==> src/rtl/skvb_mul.sv <==
module skvb_mul (
  input  logic               clk,
  input  logic               en,
  input  logic signed [31:0] a,
  input  logic signed [31:0] b,
  output logic signed [63:0] p
);
  always_ff @(posedge clk) begin
    if (en) begin
      p <= a * b;
    end
  end
endmodule

==> config.mk <==
export PLATFORM = sky130hd
export DESIGN_NAME = skvb_mul
export DESIGN_NICKNAME = d
export VERILOG_FILES = /design/src/rtl/skvb_mul.sv
export SDC_FILE = /design/constraint.sdc
export NUM_CORES = 2
export LEC_CHECK = 0
export ABC_AREA = 0
export BUFFER_PORTS_ARGS = -buffer_cell sky130_fd_sc_hd__buf_4
export CAP_MARGIN = 20
export CORE_MARGIN = 5
export CORE_UTILIZATION = 55
export CTS_CLUSTER_DIAMETER = 40
export DETAILED_ROUTE_END_ITERATION = 16
export PLACE_DENSITY_LB_ADDON = 0.25
export SYNTH_ARGS = -nofsm -noshare
export SYNTH_HDL_FRONTEND = slang
export SYNTH_SLANG_ARGS = --single-unit
==> constraint.sdc <==
create_clock -name clk -period 19.6 [get_ports clk]
set_input_delay 5.88 -clock clk [delete_from_list [all_inputs] [get_ports clk]]
set_output_delay 5.88 -clock clk [all_outputs]
set_load 0.05 [all_outputs]
Yosys cells after proc, flatten, opt, wreduce, memory -nomap -nowiden. Index checks and enable logic that the tools add are counted.

Multipliers: 1.

Operator list (number): multiplier 32 x 32 -> 64 bit (1).

Register bits after elaboration: 64. Output and inout port bits: 64. Word-level logic and storage cells: 2.

Depth between registers and ports, before layout.
Depth in word-level cells: 1. Depth in mapped cells: 28. Gate-level depth less buffers: 27.

Worst setup path after synthesis. OpenSTA, ideal clock, no wires.

Path type: input to register. Start: input b[2]. End: register p[62], data pin. Data arrival time: 13008 ps. Setup slack: 6323 ps. Cell stages on the path: 24. Cell sequence: clkbuf_1 nand2_1 inv_1 fa_1 fa_1 fa_1 fa_1 inv_1 fa_1 inv_1 fa_1 inv_1 fa_1 inv_1 fa_1 ha_1 and3_1 nand2_1 or3_1 o22a_1 o211ai_1 a31oi_1 o31ai_1 xor2_1.

Word-level cells in the longest chain between the ends: 1.

RTL lines: start: declaration (RTL line 5) `input logic signed [31:0] b,`; multiplier 32 x 32 -> 64 bit (RTL line 10) `p <= a * b;`; end signal: assignment (RTL line 10); end: declaration (RTL line 6) `output logic signed [63:0] p`.

No other way between the ends. A chain may end at the register's enable or synchronous reset.

Final worst setup path.
Start: input a[31]. End: register p[62], data pin.

Word-level cells in the longest chain between the ends: 1.

RTL lines: start: declaration (RTL line 4) `input logic signed [31:0] a,`; multiplier 32 x 32 -> 64 bit (RTL line 10).

No other way between the ends.

==> impl_results.md <==
* Pre-antenna DRT Iters at 5
* Yosys cell types at 63
* DRT iter0 DRCs at 1401
* Crit path time final at 13.86 ns
* Startpoint Class: input port
* Final net count at 5158
* Die Ht at 272 um
* Dominant cells by area after synthesis: fa_1 57%, inv_1 9.4%, and2_1 8.5%
* Final Hold Viols at 0
* Root Driver: clkbuf_16
* Initial antenna violation count at 3
* Proportion of layout cells with a drive suffix above 1 at 4.33%
* Flops & latches, synth at 64
* Post-CTS Resized at 0
* Routed Antenna Nets at 0
* Worst relative slew slack at 44.5%
* Largest net degree at the start of global routing at 65
* Die ar. at 0.0742 mm^2
* FILL cells at 5992
* Avg Synthesized Cell Area at 9.75 um^2
* Total CTS buffers at 9
* Clock sinks at 64
* Post-Route WL at 94.6 mm
* Rows at 96
* Maximum clock path buffer count at 2
* Synth warn at 0
* H-tree levels at 3
* Worst slew pin tran at 0.833 ns
* Synthesized area at 0.0379 mm^2
* Routed vias/inst at 5.44
* First-pass GRT wire length at 156 mm
* Tcrit/Tclk final at 70.7%
* Ys flop type: edfxtp_1
* Max-slew violation count at 0
* Hold slack at 6.15 ns
* Async set-reset flop share out of synthesis at 0%
* Vias in the first global route at 28895
* Status: finished clean
* PortBufs at 129
* CP max FO at 32
* Area grow syn2layout at 4.27%
* Setup bufs post-CTS at 0
* Register area at 0.00192 mm^2
* DR vias at 25665
* CP required at 19.67 ns
* Die width at 272 um
* Syn_nets at 5216
* CTS Hold Bufs at 0
* Wire length per cell at 20.1 um
* EDFF count, synth at 64
* Highest Clock Rate at 0.0722 GHz
* CTS tree: yes
* Core Region at 0.0685 mm^2
* Synth top area share at 57.2%
* Ports at 130
* Number of flip-flops in the largest register at 64
* DP HPWL at 78.5 mm
* Critical Path Source: a[31]
* Area of the multi-input gates at 0.0316 mm^2
* GRT Overall Usage at 26.7%
* Remaining DRCs at 0
* Hold Crit Class: in2reg
* Final TNS setup at 0 ns
* Kind of end point of the critical path: flop
* Initial Utilization at 55.3%
* Post-synthesis sequential area ratio at 5.07%
* Synth area leader: fa_1
* Setup CP Type: in2reg
* Max cap viols at 0
* Clock transition at path regs at 0.05 ns
* Final setup viols at 0
* Unrepaired setup endpoints after global routing: false
* CP arrival at 13.92 ns
* Post-Syn Instances at 3884
* GR Overflow Total at 0
* Routability-driven placement congestion ratio at 0.910
* Critical Path Sink: p[62]$_DFFE_PP_
* Biggest regs: p: 64 flops
* Largest Register: p
-- metal layers --
layer | GRT usage (%) | vias up | routed length (um)
li1 | - | 10991 | -
met1 | 33.0 | 13699 | 35400
met2 | 47.8 | 760 | 50200
met3 | 3.25 | 215 | 4270
met4 | 10.7 | 0 | 4720
met5 | 0 | - | 0
-- per-stage QoR --
step                      area, um^2  util (%)  std cells  setup WS [ns]
after floorplan                37900         -       3884           6.32
after global placement         39200      57.3       4697           5.59
after detailed placement       39200      57.3       4697           5.43
after CTS                      39500      57.7       4712           5.75
after global routing           39500      57.7       4713           5.23
final                          39500      57.7       4715           5.74
-- synth_stat cells (3+ instances only) --
cell type	number
a31oi_1	12
and3_1	7
nand4_1	7
inv_1	952
xor2_1	22
fa_1	1082
nand2_1	511
o211ai_1	3
xnor2_1	53
o31ai_1	6
and4_1	3
o21a_1	4
nand3_1	15
buf_2	3
clkbuf_1	195
ha_1	184
a211oi_2	3
o21bai_1	15
o21ai_0	28
and2_1	516
nor2b_1	3
a21o_1	23
nand2b_1	9
nor2_1	42
a21boi_0	3
edfxtp_1	64
a21oi_1	68
nor3_1	6
a211oi_1	4
or3_1	4
-- layout by cell type (no fill, tap or decap), types with 2 or more instances in the layout --
master        n
a211oi_1      4
a211oi_2      3
a21boi_0      3
a21o_1       23
a21o_2        2
a21oi_1      68
a31oi_1      12
and2_1      516
and3_1        7
and4_1        3
buf_4       131
clkbuf_1      2
clkbuf_16     9
diode_2       3
edfxtp_1     64
fa_1       1082
ha_1        184
inv_1       952
nand2_1     511
nand2b_1      9
nand3_1      15
nand4_1       7
nor2_1       42
nor2b_1       3
nor3_1        6
o211ai_1      3
o21a_1        4
o21ai_0      28
o21ai_2       2
o21bai_1     15
o22a_1        2
o31ai_1       6
or3_1         4
xnor2_1      53
xor2_1       22
-- area by class of cell --
cell class / count / share of cell area (%)
Multi-Input combinational cell: 2668 / 80.1
Inverter: 952 / 9.05
Sequential cell: 64 / 4.87
Tap cell: 882 / 2.79
Timing Repair Buffer: 131 / 2.49
Clock buffer: 11 / 0.589
Clock inverter: 4 / 0.117
Antenna cell: 3 / 0.0190
-- logic make-up after synthesis --
group / after synthesis / share of synthesized area, %
buf+inv: 1152 / 11.4
compound gates: 193 / 3.41
flops: 64 / 5.07
simple gates: 1134 / 15.1
xor+xnor: 75 / 1.73
fa+ha+maj: 1266 / 63.3
-- worst min path at each step --
stage	cells after the start	slack, ns	endpoint	start
after floorplan	0	5.99	p[0]$_DFFE_PP_	en
after CTS	2	6.15	p[0]$_DFFE_PP_	b[0]
after global placement	1	6.37	p[13]	p[13]$_DFFE_PP_
after detailed placement	1	6.37	p[55]	p[55]$_DFFE_PP_
final	1	6.15	p[57]$_DFFE_PP_	en
after global routing	2	6.18	p[0]$_DFFE_PP_	b[0]
-- critical path, cell delays in order --
cell,delay [ns]
buf_4,0.30
nand2_1,0.20
inv_1,0.12
fa_1,0.40
inv_1,0.24
fa_1,0.46
inv_1,0.22
fa_1,0.51
fa_1,0.80
inv_1,0.39
fa_1,0.59
inv_1,0.06
fa_1,0.53
inv_1,0.05
fa_1,0.47
inv_1,0.05
fa_1,0.44
ha_1,0.39
and3_1,0.21
nand2_1,0.08
or3_1,0.38
o211ai_1,0.51
a31oi_1,0.22
o31ai_1,0.27
xor2_1,0.11
Power is not shown: default switching activity piles up to over one toggle a cycle in this logic, so the estimate is an artifact.
