==> src/rtl/skvb_pkg.sv <==
package skvb_pkg;

  localparam int ADDR_W    = 12;
  localparam int ROW_W     = 50;
  localparam int ACC_W     = 51;
  localparam int SUM_W     = 35;
  localparam int NUM_W     = ACC_W;
  localparam int DIV_STEPS = NUM_W;
  localparam int CNT_W     = 6;
  localparam int TOT_W     = 19;
  localparam int IN_DATA_W = 248;
  localparam int OUT_DATA_W = 192;

  localparam logic signed [31:0] Q_ONE   = 32'sd65536;
  localparam logic signed [31:0] S32_MAX = 32'sh7fffffff;
  localparam logic signed [31:0] S32_MIN = 32'sh80000000;

  typedef enum logic [1:0] {
    CFG_BONE_COUNT = 2'd0,
    CFG_PADDING    = 2'd1,
    CFG_EPSILON    = 2'd2
  } cfg_idx_t;

  typedef struct packed {
    logic                    start;
    logic signed [NUM_W-1:0] num;
    logic signed [SUM_W-1:0] den;
  } div_req_t;

  typedef struct packed {
    logic               done;
    logic signed [31:0] quot;
  } div_rsp_t;

endpackage

==> src/rtl/skvb_div.sv <==
module skvb_div (
  input  logic                clk,
  input  logic                rst,
  input  skvb_pkg::div_req_t  req,
  output skvb_pkg::div_rsp_t  rsp
);
  import skvb_pkg::*;

  logic                   busy;
  logic                   done;
  logic [CNT_W-1:0]       cnt;
  logic [NUM_W-1:0]       num_sh;
  logic [SUM_W-1:0]       den_mag;
  logic [SUM_W-1:0]       rem;
  logic [NUM_W-1:0]       quo;
  logic                   neg;
  logic [SUM_W:0]         rem_sh;
  logic                   fits;

  assign rem_sh = {rem, num_sh[NUM_W-1]};
  assign fits   = rem_sh >= {1'b0, den_mag};

  always_ff @(posedge clk) begin
    if (rst) begin
      busy <= 1'b0;
      done <= 1'b0;
    end else begin
      done <= 1'b0;
      if (req.start) begin
        busy    <= 1'b1;
        cnt     <= CNT_W'(DIV_STEPS);
        num_sh  <= req.num[NUM_W-1] ? NUM_W'(-req.num) : NUM_W'(req.num);
        den_mag <= req.den[SUM_W-1] ? SUM_W'(-req.den) : SUM_W'(req.den);
        rem     <= '0;
        quo     <= '0;
        neg     <= req.num[NUM_W-1] ^ req.den[SUM_W-1];
      end else if (busy) begin
        // one quotient bit per cycle
        rem    <= fits ? SUM_W'(rem_sh - {1'b0, den_mag}) : rem_sh[SUM_W-1:0];
        quo    <= {quo[NUM_W-2:0], fits};
        num_sh <= {num_sh[NUM_W-2:0], 1'b0};
        cnt    <= cnt - 1'b1;
        if (cnt == CNT_W'(1)) begin
          busy <= 1'b0;
          done <= 1'b1;
        end
      end
    end
  end

  always_comb begin
    rsp.done = done;
    if (!neg) begin
      rsp.quot = (quo > NUM_W'(32'h7fffffff)) ? S32_MAX : signed'(quo[31:0]);
    end else begin
      rsp.quot = (quo > NUM_W'(33'h080000000)) ? S32_MIN : signed'(32'(-quo[31:0]));
    end
  end
endmodule

==> config.mk <==
export PLATFORM = sky130hd
export DESIGN_NAME = skvb_div
export DESIGN_NICKNAME = d
export VERILOG_FILES = /design/src/rtl/skvb_pkg.sv /design/src/rtl/skvb_div.sv
export SDC_FILE = /design/constraint.sdc
export NUM_CORES = 1
export LEC_CHECK = 0
export ABC_AREA = 1
export BUFFER_PORTS_ARGS = -buffer_cell sky130_fd_sc_hd__buf_2
export CAP_MARGIN = 25
export CORE_UTILIZATION = 30
export CTS_CLUSTER_DIAMETER = 50
export DETAILED_ROUTE_END_ITERATION = 10
export MAX_ROUTING_LAYER = met4
export PLACE_DENSITY = 0.48
export SLEW_MARGIN = 20
export SYNTH_ARGS = -nofsm -noshare
export SYNTH_HDL_FRONTEND = slang
export SYNTH_SLANG_ARGS = --single-unit
==> constraint.sdc <==
create_clock -name clk -period 16.15 [get_ports clk]
set_clock_uncertainty 0.2 [all_clocks]
set_input_delay 3.23 -clock clk [delete_from_list [all_inputs] [get_ports clk]]
set_output_delay 3.23 -clock clk [all_outputs]
set_load 0.01 [all_outputs]
# Yosys cells after proc, flatten, opt, wreduce, memory -nomap -nowiden
# Index checks and enable logic that the tools add are counted.
# op_classes
magnitude_cmp,3
n_mux,15
bitwise,3
reduce_logical,4
add_sub_neg,5
n_eq_ne,1
# op_table
cell,n
51-bit 2-to-1 mux,4
32-bit 2-to-1 mux,3
35-bit 2-to-1 mux,2
"51-bit by 31-bit > comparator with 1-bit output, second input constant",1
"51-bit by 32-bit > comparator with 1-bit output, second input constant",1
51-bit negator,1
36-bit by 35-bit >= comparator with 1-bit output,1
35-bit negator,1
35-bit subtractor,1
34-bit 2-to-1 mux,1
32-bit negator,1
"6-bit by 1-bit equality test with 1-bit output, second input constant",1
6-bit 2-to-1 mux,1
"6-bit by 1-bit subtractor with 6-bit output, second input constant",1
1-bit 2-to-1 mux,4
2-bit AND reduction,2
3-bit OR reduction,1
1-bit inverter,2
2-bit nonzero test,1
1-bit bitwise XOR,1
# word_totals
inputBits,89
regBits,181
word_cells,40
out_inout_bits,33

# Longest topological paths before layout
# logic_depth
depth_word,4
mapped_depth,17
ltp_nobuf,17

# Worst setup path after synthesis
# OpenSTA, ideal clock, no wires.
# synth_path
path_kind,input-to-reg
start,input port req[86] (netlist bit)
end,register cnt[0] (enable)
stages,3
setup_time_ps,696
setup_slack_ps,4815
t_arrival_ps,10439
required_ps,15254
n_path_buf,1
cell_sequence,clkbuf_1 > inv_2 > a21oi_1
# synth_between
elab_chain_cells,2
# synth_rtl
element,line,source
"start, declared",skvb_div.sv:4,"input skvb_pkg::div_req_t req,"
2-bit nonzero test (no source line),--,
2-bit AND reduction (no source line),--,
"end signal, assigned",skvb_div.sv:31,cnt <= CNT_W'(DIV_STEPS);
"end signal, assigned",skvb_div.sv:42,cnt <= cnt - 1'b1;
"end, declared",skvb_div.sv:11,logic [CNT_W-1:0] cnt;
# Every way passes these cells.
# A chain may end at the register's enable or synchronous reset.

==> results.cfg <==
[clocking]
cts-resized-gates = 0
cts_max_level = 4
cts_tree = done
cts-root-buf = clkbuf_16
numCtsBuffers = 17
clk_pin_slew_worst_paths_ns = 0.09
cts_sinks = 181
cts_max_path_buffers = 2
clock_latency_ns = 0.49
hold_buffers = 0
post_cts_buffers = 0

[floorplanning]
dieWidth_um = 218
rows = 78
core_area_mm2 = 0.0457
pin_count = 122
die_area_mm2 = 0.0474
die_h_um = 218
initial_utilization_pct = 30.6

[synth]
synth_nets = 2113
synth_common_cells = nand2_1 (550), inv_1 (323), nor2_1 (304), edfxtp_1 (179), nand3_1 (104)
synth_edf_count = 179
seq_area_frac_synth_pct = 38.8
synth_area_mm2 = 0.0140
ys_ff_latch = 181
synth.most_common_cell = nand2_1
synth.distinct_cells = 45
syn_inst = 1982
ys_top_cells_by_area = edfxtp_1 (38%), nand2_1 (15%), inv_1 (8.7%), nor2_1 (8.2%), xor2_1 (5.5%)
syn_avg_cell_area_um2 = 7.04
yosysTopAreaCell = edfxtp_1
async_flop_share_pct = 0
synth_top_area_share_pct = 38.5
synthFlopType = edfxtp_1
synth_warnings = 0

[route]
initialDrtViolationCount = 811
firstDrtPassIters = 6
vias_per_cell = 4.73
wl_met1_um = 21700
wl_met2_um = 18200
drt.antenna.violating_nets = 0
wl_met3_um = 1560
top_layer = met4
vias = 12751
wire_per_inst_um = 15.6
route.detailed.drc = 0
routed_wl_um = 42200

[sta]
finalHoldViolCount = 0
fin_crit_sh_pct = 40.2
relSlewSlack_pct = 33.3
fmax_ghz = 0.154
tns_ns = 0
min_period_ns = 6.49
slew_violations = 0
rsz0062_at_grt = false
setup_violations = 0
worstMarginPinSlew_ns = 1.00
holdWs_ns = 0.327

[run]
drv_cap = 0

[setup_path]
critPathSlowestCell = edfxtp_1
worstPathMaxFanout = 24
critPathMaxStageDelay_ns = 0.45
crit_chain = inv_1 > ha_1 > inv_2 > nor3_4 > inv_2 > nor2_2 > nand2_1 > nor2_1 > nand2_1 > nand2_2 > nand2_4 > o21ai_0 > buf_2
crit_family = simple AND/OR/NAND/NOR gates
crit_buf_inv = 4
critPathLaunchType = flop
path_class = flop to output pin
worst-endpoint-arrival_ns = 3.06
required_ns = 12.72
crit_path_end_kind = output pin

[layout]
areaGrowthSynthToFinish_pct = 13.3
finalNonFillerCells = 2696
drive_above_1_share_pct = 10.0
fill_cells = 4986
nets = 2214
diodes = 0

[power]
p_leak_uw = 0.00736
ir_worst_vdd_mv = 0.0740
p_per_area_mw_per_mm2 = 87.1

[grt]
grt_max_degree = 93
grt_pass1_wl_um = 66800
antenna_found_initial = 0
grt_overflow_total = 0
grt_usage_pct = 18.8
first_global_vias = 12296

[place]
io_buffers = 121
dp_cells = 2663
place_hpwl_um = 33000
gp_congestion = 0.927

[worst_hold_path]
worstHoldPathType = flop to flop

[status]
status = completed
-- metal layers --
layer / global-route usage, % / vias up
li1: - / 6528
met5: - / -
met1: 26.5 / 5915
met4: 5.62 / 0
met2: 27.5 / 265
met3: 3.01 / 43
-- placed cells by master, fill, tap and decap left out, types with 5 or more instances in the layout --
cell type	netlist	layout
inv_2	5	5
clkbuf_16	0	17
o21ai_0	89	89
nor2_4	4	5
ha_1	41	41
xnor2_1	15	15
buf_2	5	120
nor2_1	304	303
inv_6	0	5
edfxtp_1	179	179
a31oi_1	14	14
nand3b_1	10	10
nor3_1	22	22
buf_4	1	8
nand4_1	45	45
nand2_1	550	550
nor4_1	16	16
nand3_1	104	104
o21ai_1	24	24
nor2_2	19	19
o21bai_1	21	21
a21oi_1	27	26
inv_1	323	323
xor2_1	87	87
-- per-stage QoR --
stage / utilization, % / power [µW] / area (µm²) / setup WS [ns]
6_report: 34.6 / 1380 / 15800 / 9.66
5_1_grt: 34.6 / 1460 / 15800 / 9.39
4_1_cts: 34.6 / 1390 / 15800 / 9.54
3_5_place_dp: 33.3 / 954 / 15200 / 8.97
3_3_place_gp: 33.2 / 951 / 15200 / 9.08
2_1_floorplan: - / 847 / 14000 / 4.81
-- path summary, 6_finish.rpt --
path / from / to / slack, ns / cells past startpoint
max: quo[0] / rsp[5] / 9.66 / 13
min: num_sh[46] / num_sh[47] / 0.33 / 2
max reg2reg: num_sh[50] / rem[16] / 12.71 / 12
min reg2reg: num_sh[46] / num_sh[47] / 0.33 / 2
-- worst min-delay path, delay by kind of cell (launching register included) --
kind          cells  cell delay (ns)
flops             1             0.32
simple gates      2             0.10
-- sequential cells by signal (all words and copies together) (netlist names) --
name	cells
num_sh	51
quo	51
den_mag	35
rem	35
cnt	6
busy	1
done	1
neg	1
-- logic make-up after synthesis --
kind of cell               Yosys count  synth area share, %
and+or+nand+nor                   1098                 33.3
buffers and inverters              376                 10.4
AOI/OAI and AO/OA                  183                 7.22
DFF                                181                 38.8
xor gates and xnor gates           102                 6.40
adders and majority gates           42                 3.82
-- power breakdown --
group          switching, µW  internal, µW  total (µW)  leakage [µW]
Clock                    224           209         433      0.000289
Sequential              19.7           564         584       0.00174
Combinational            244           117         361       0.00533
Total                    487           890        1380       0.00736
-- cell type report --
type / count / area [µm²] / area share (%)
clock buffer: 17 / 425 / 2.69
clock inverter: 15 / 175 / 1.11
inverter: 328 / 1230 / 7.78
multi-input combinational: 1425 / 7110 / 45.0
sequential: 181 / 5420 / 34.2
tap: 600 / 751 / 4.75
timing repair buffer: 130 / 708 / 4.48
Power figures use the tool's default switching activity.
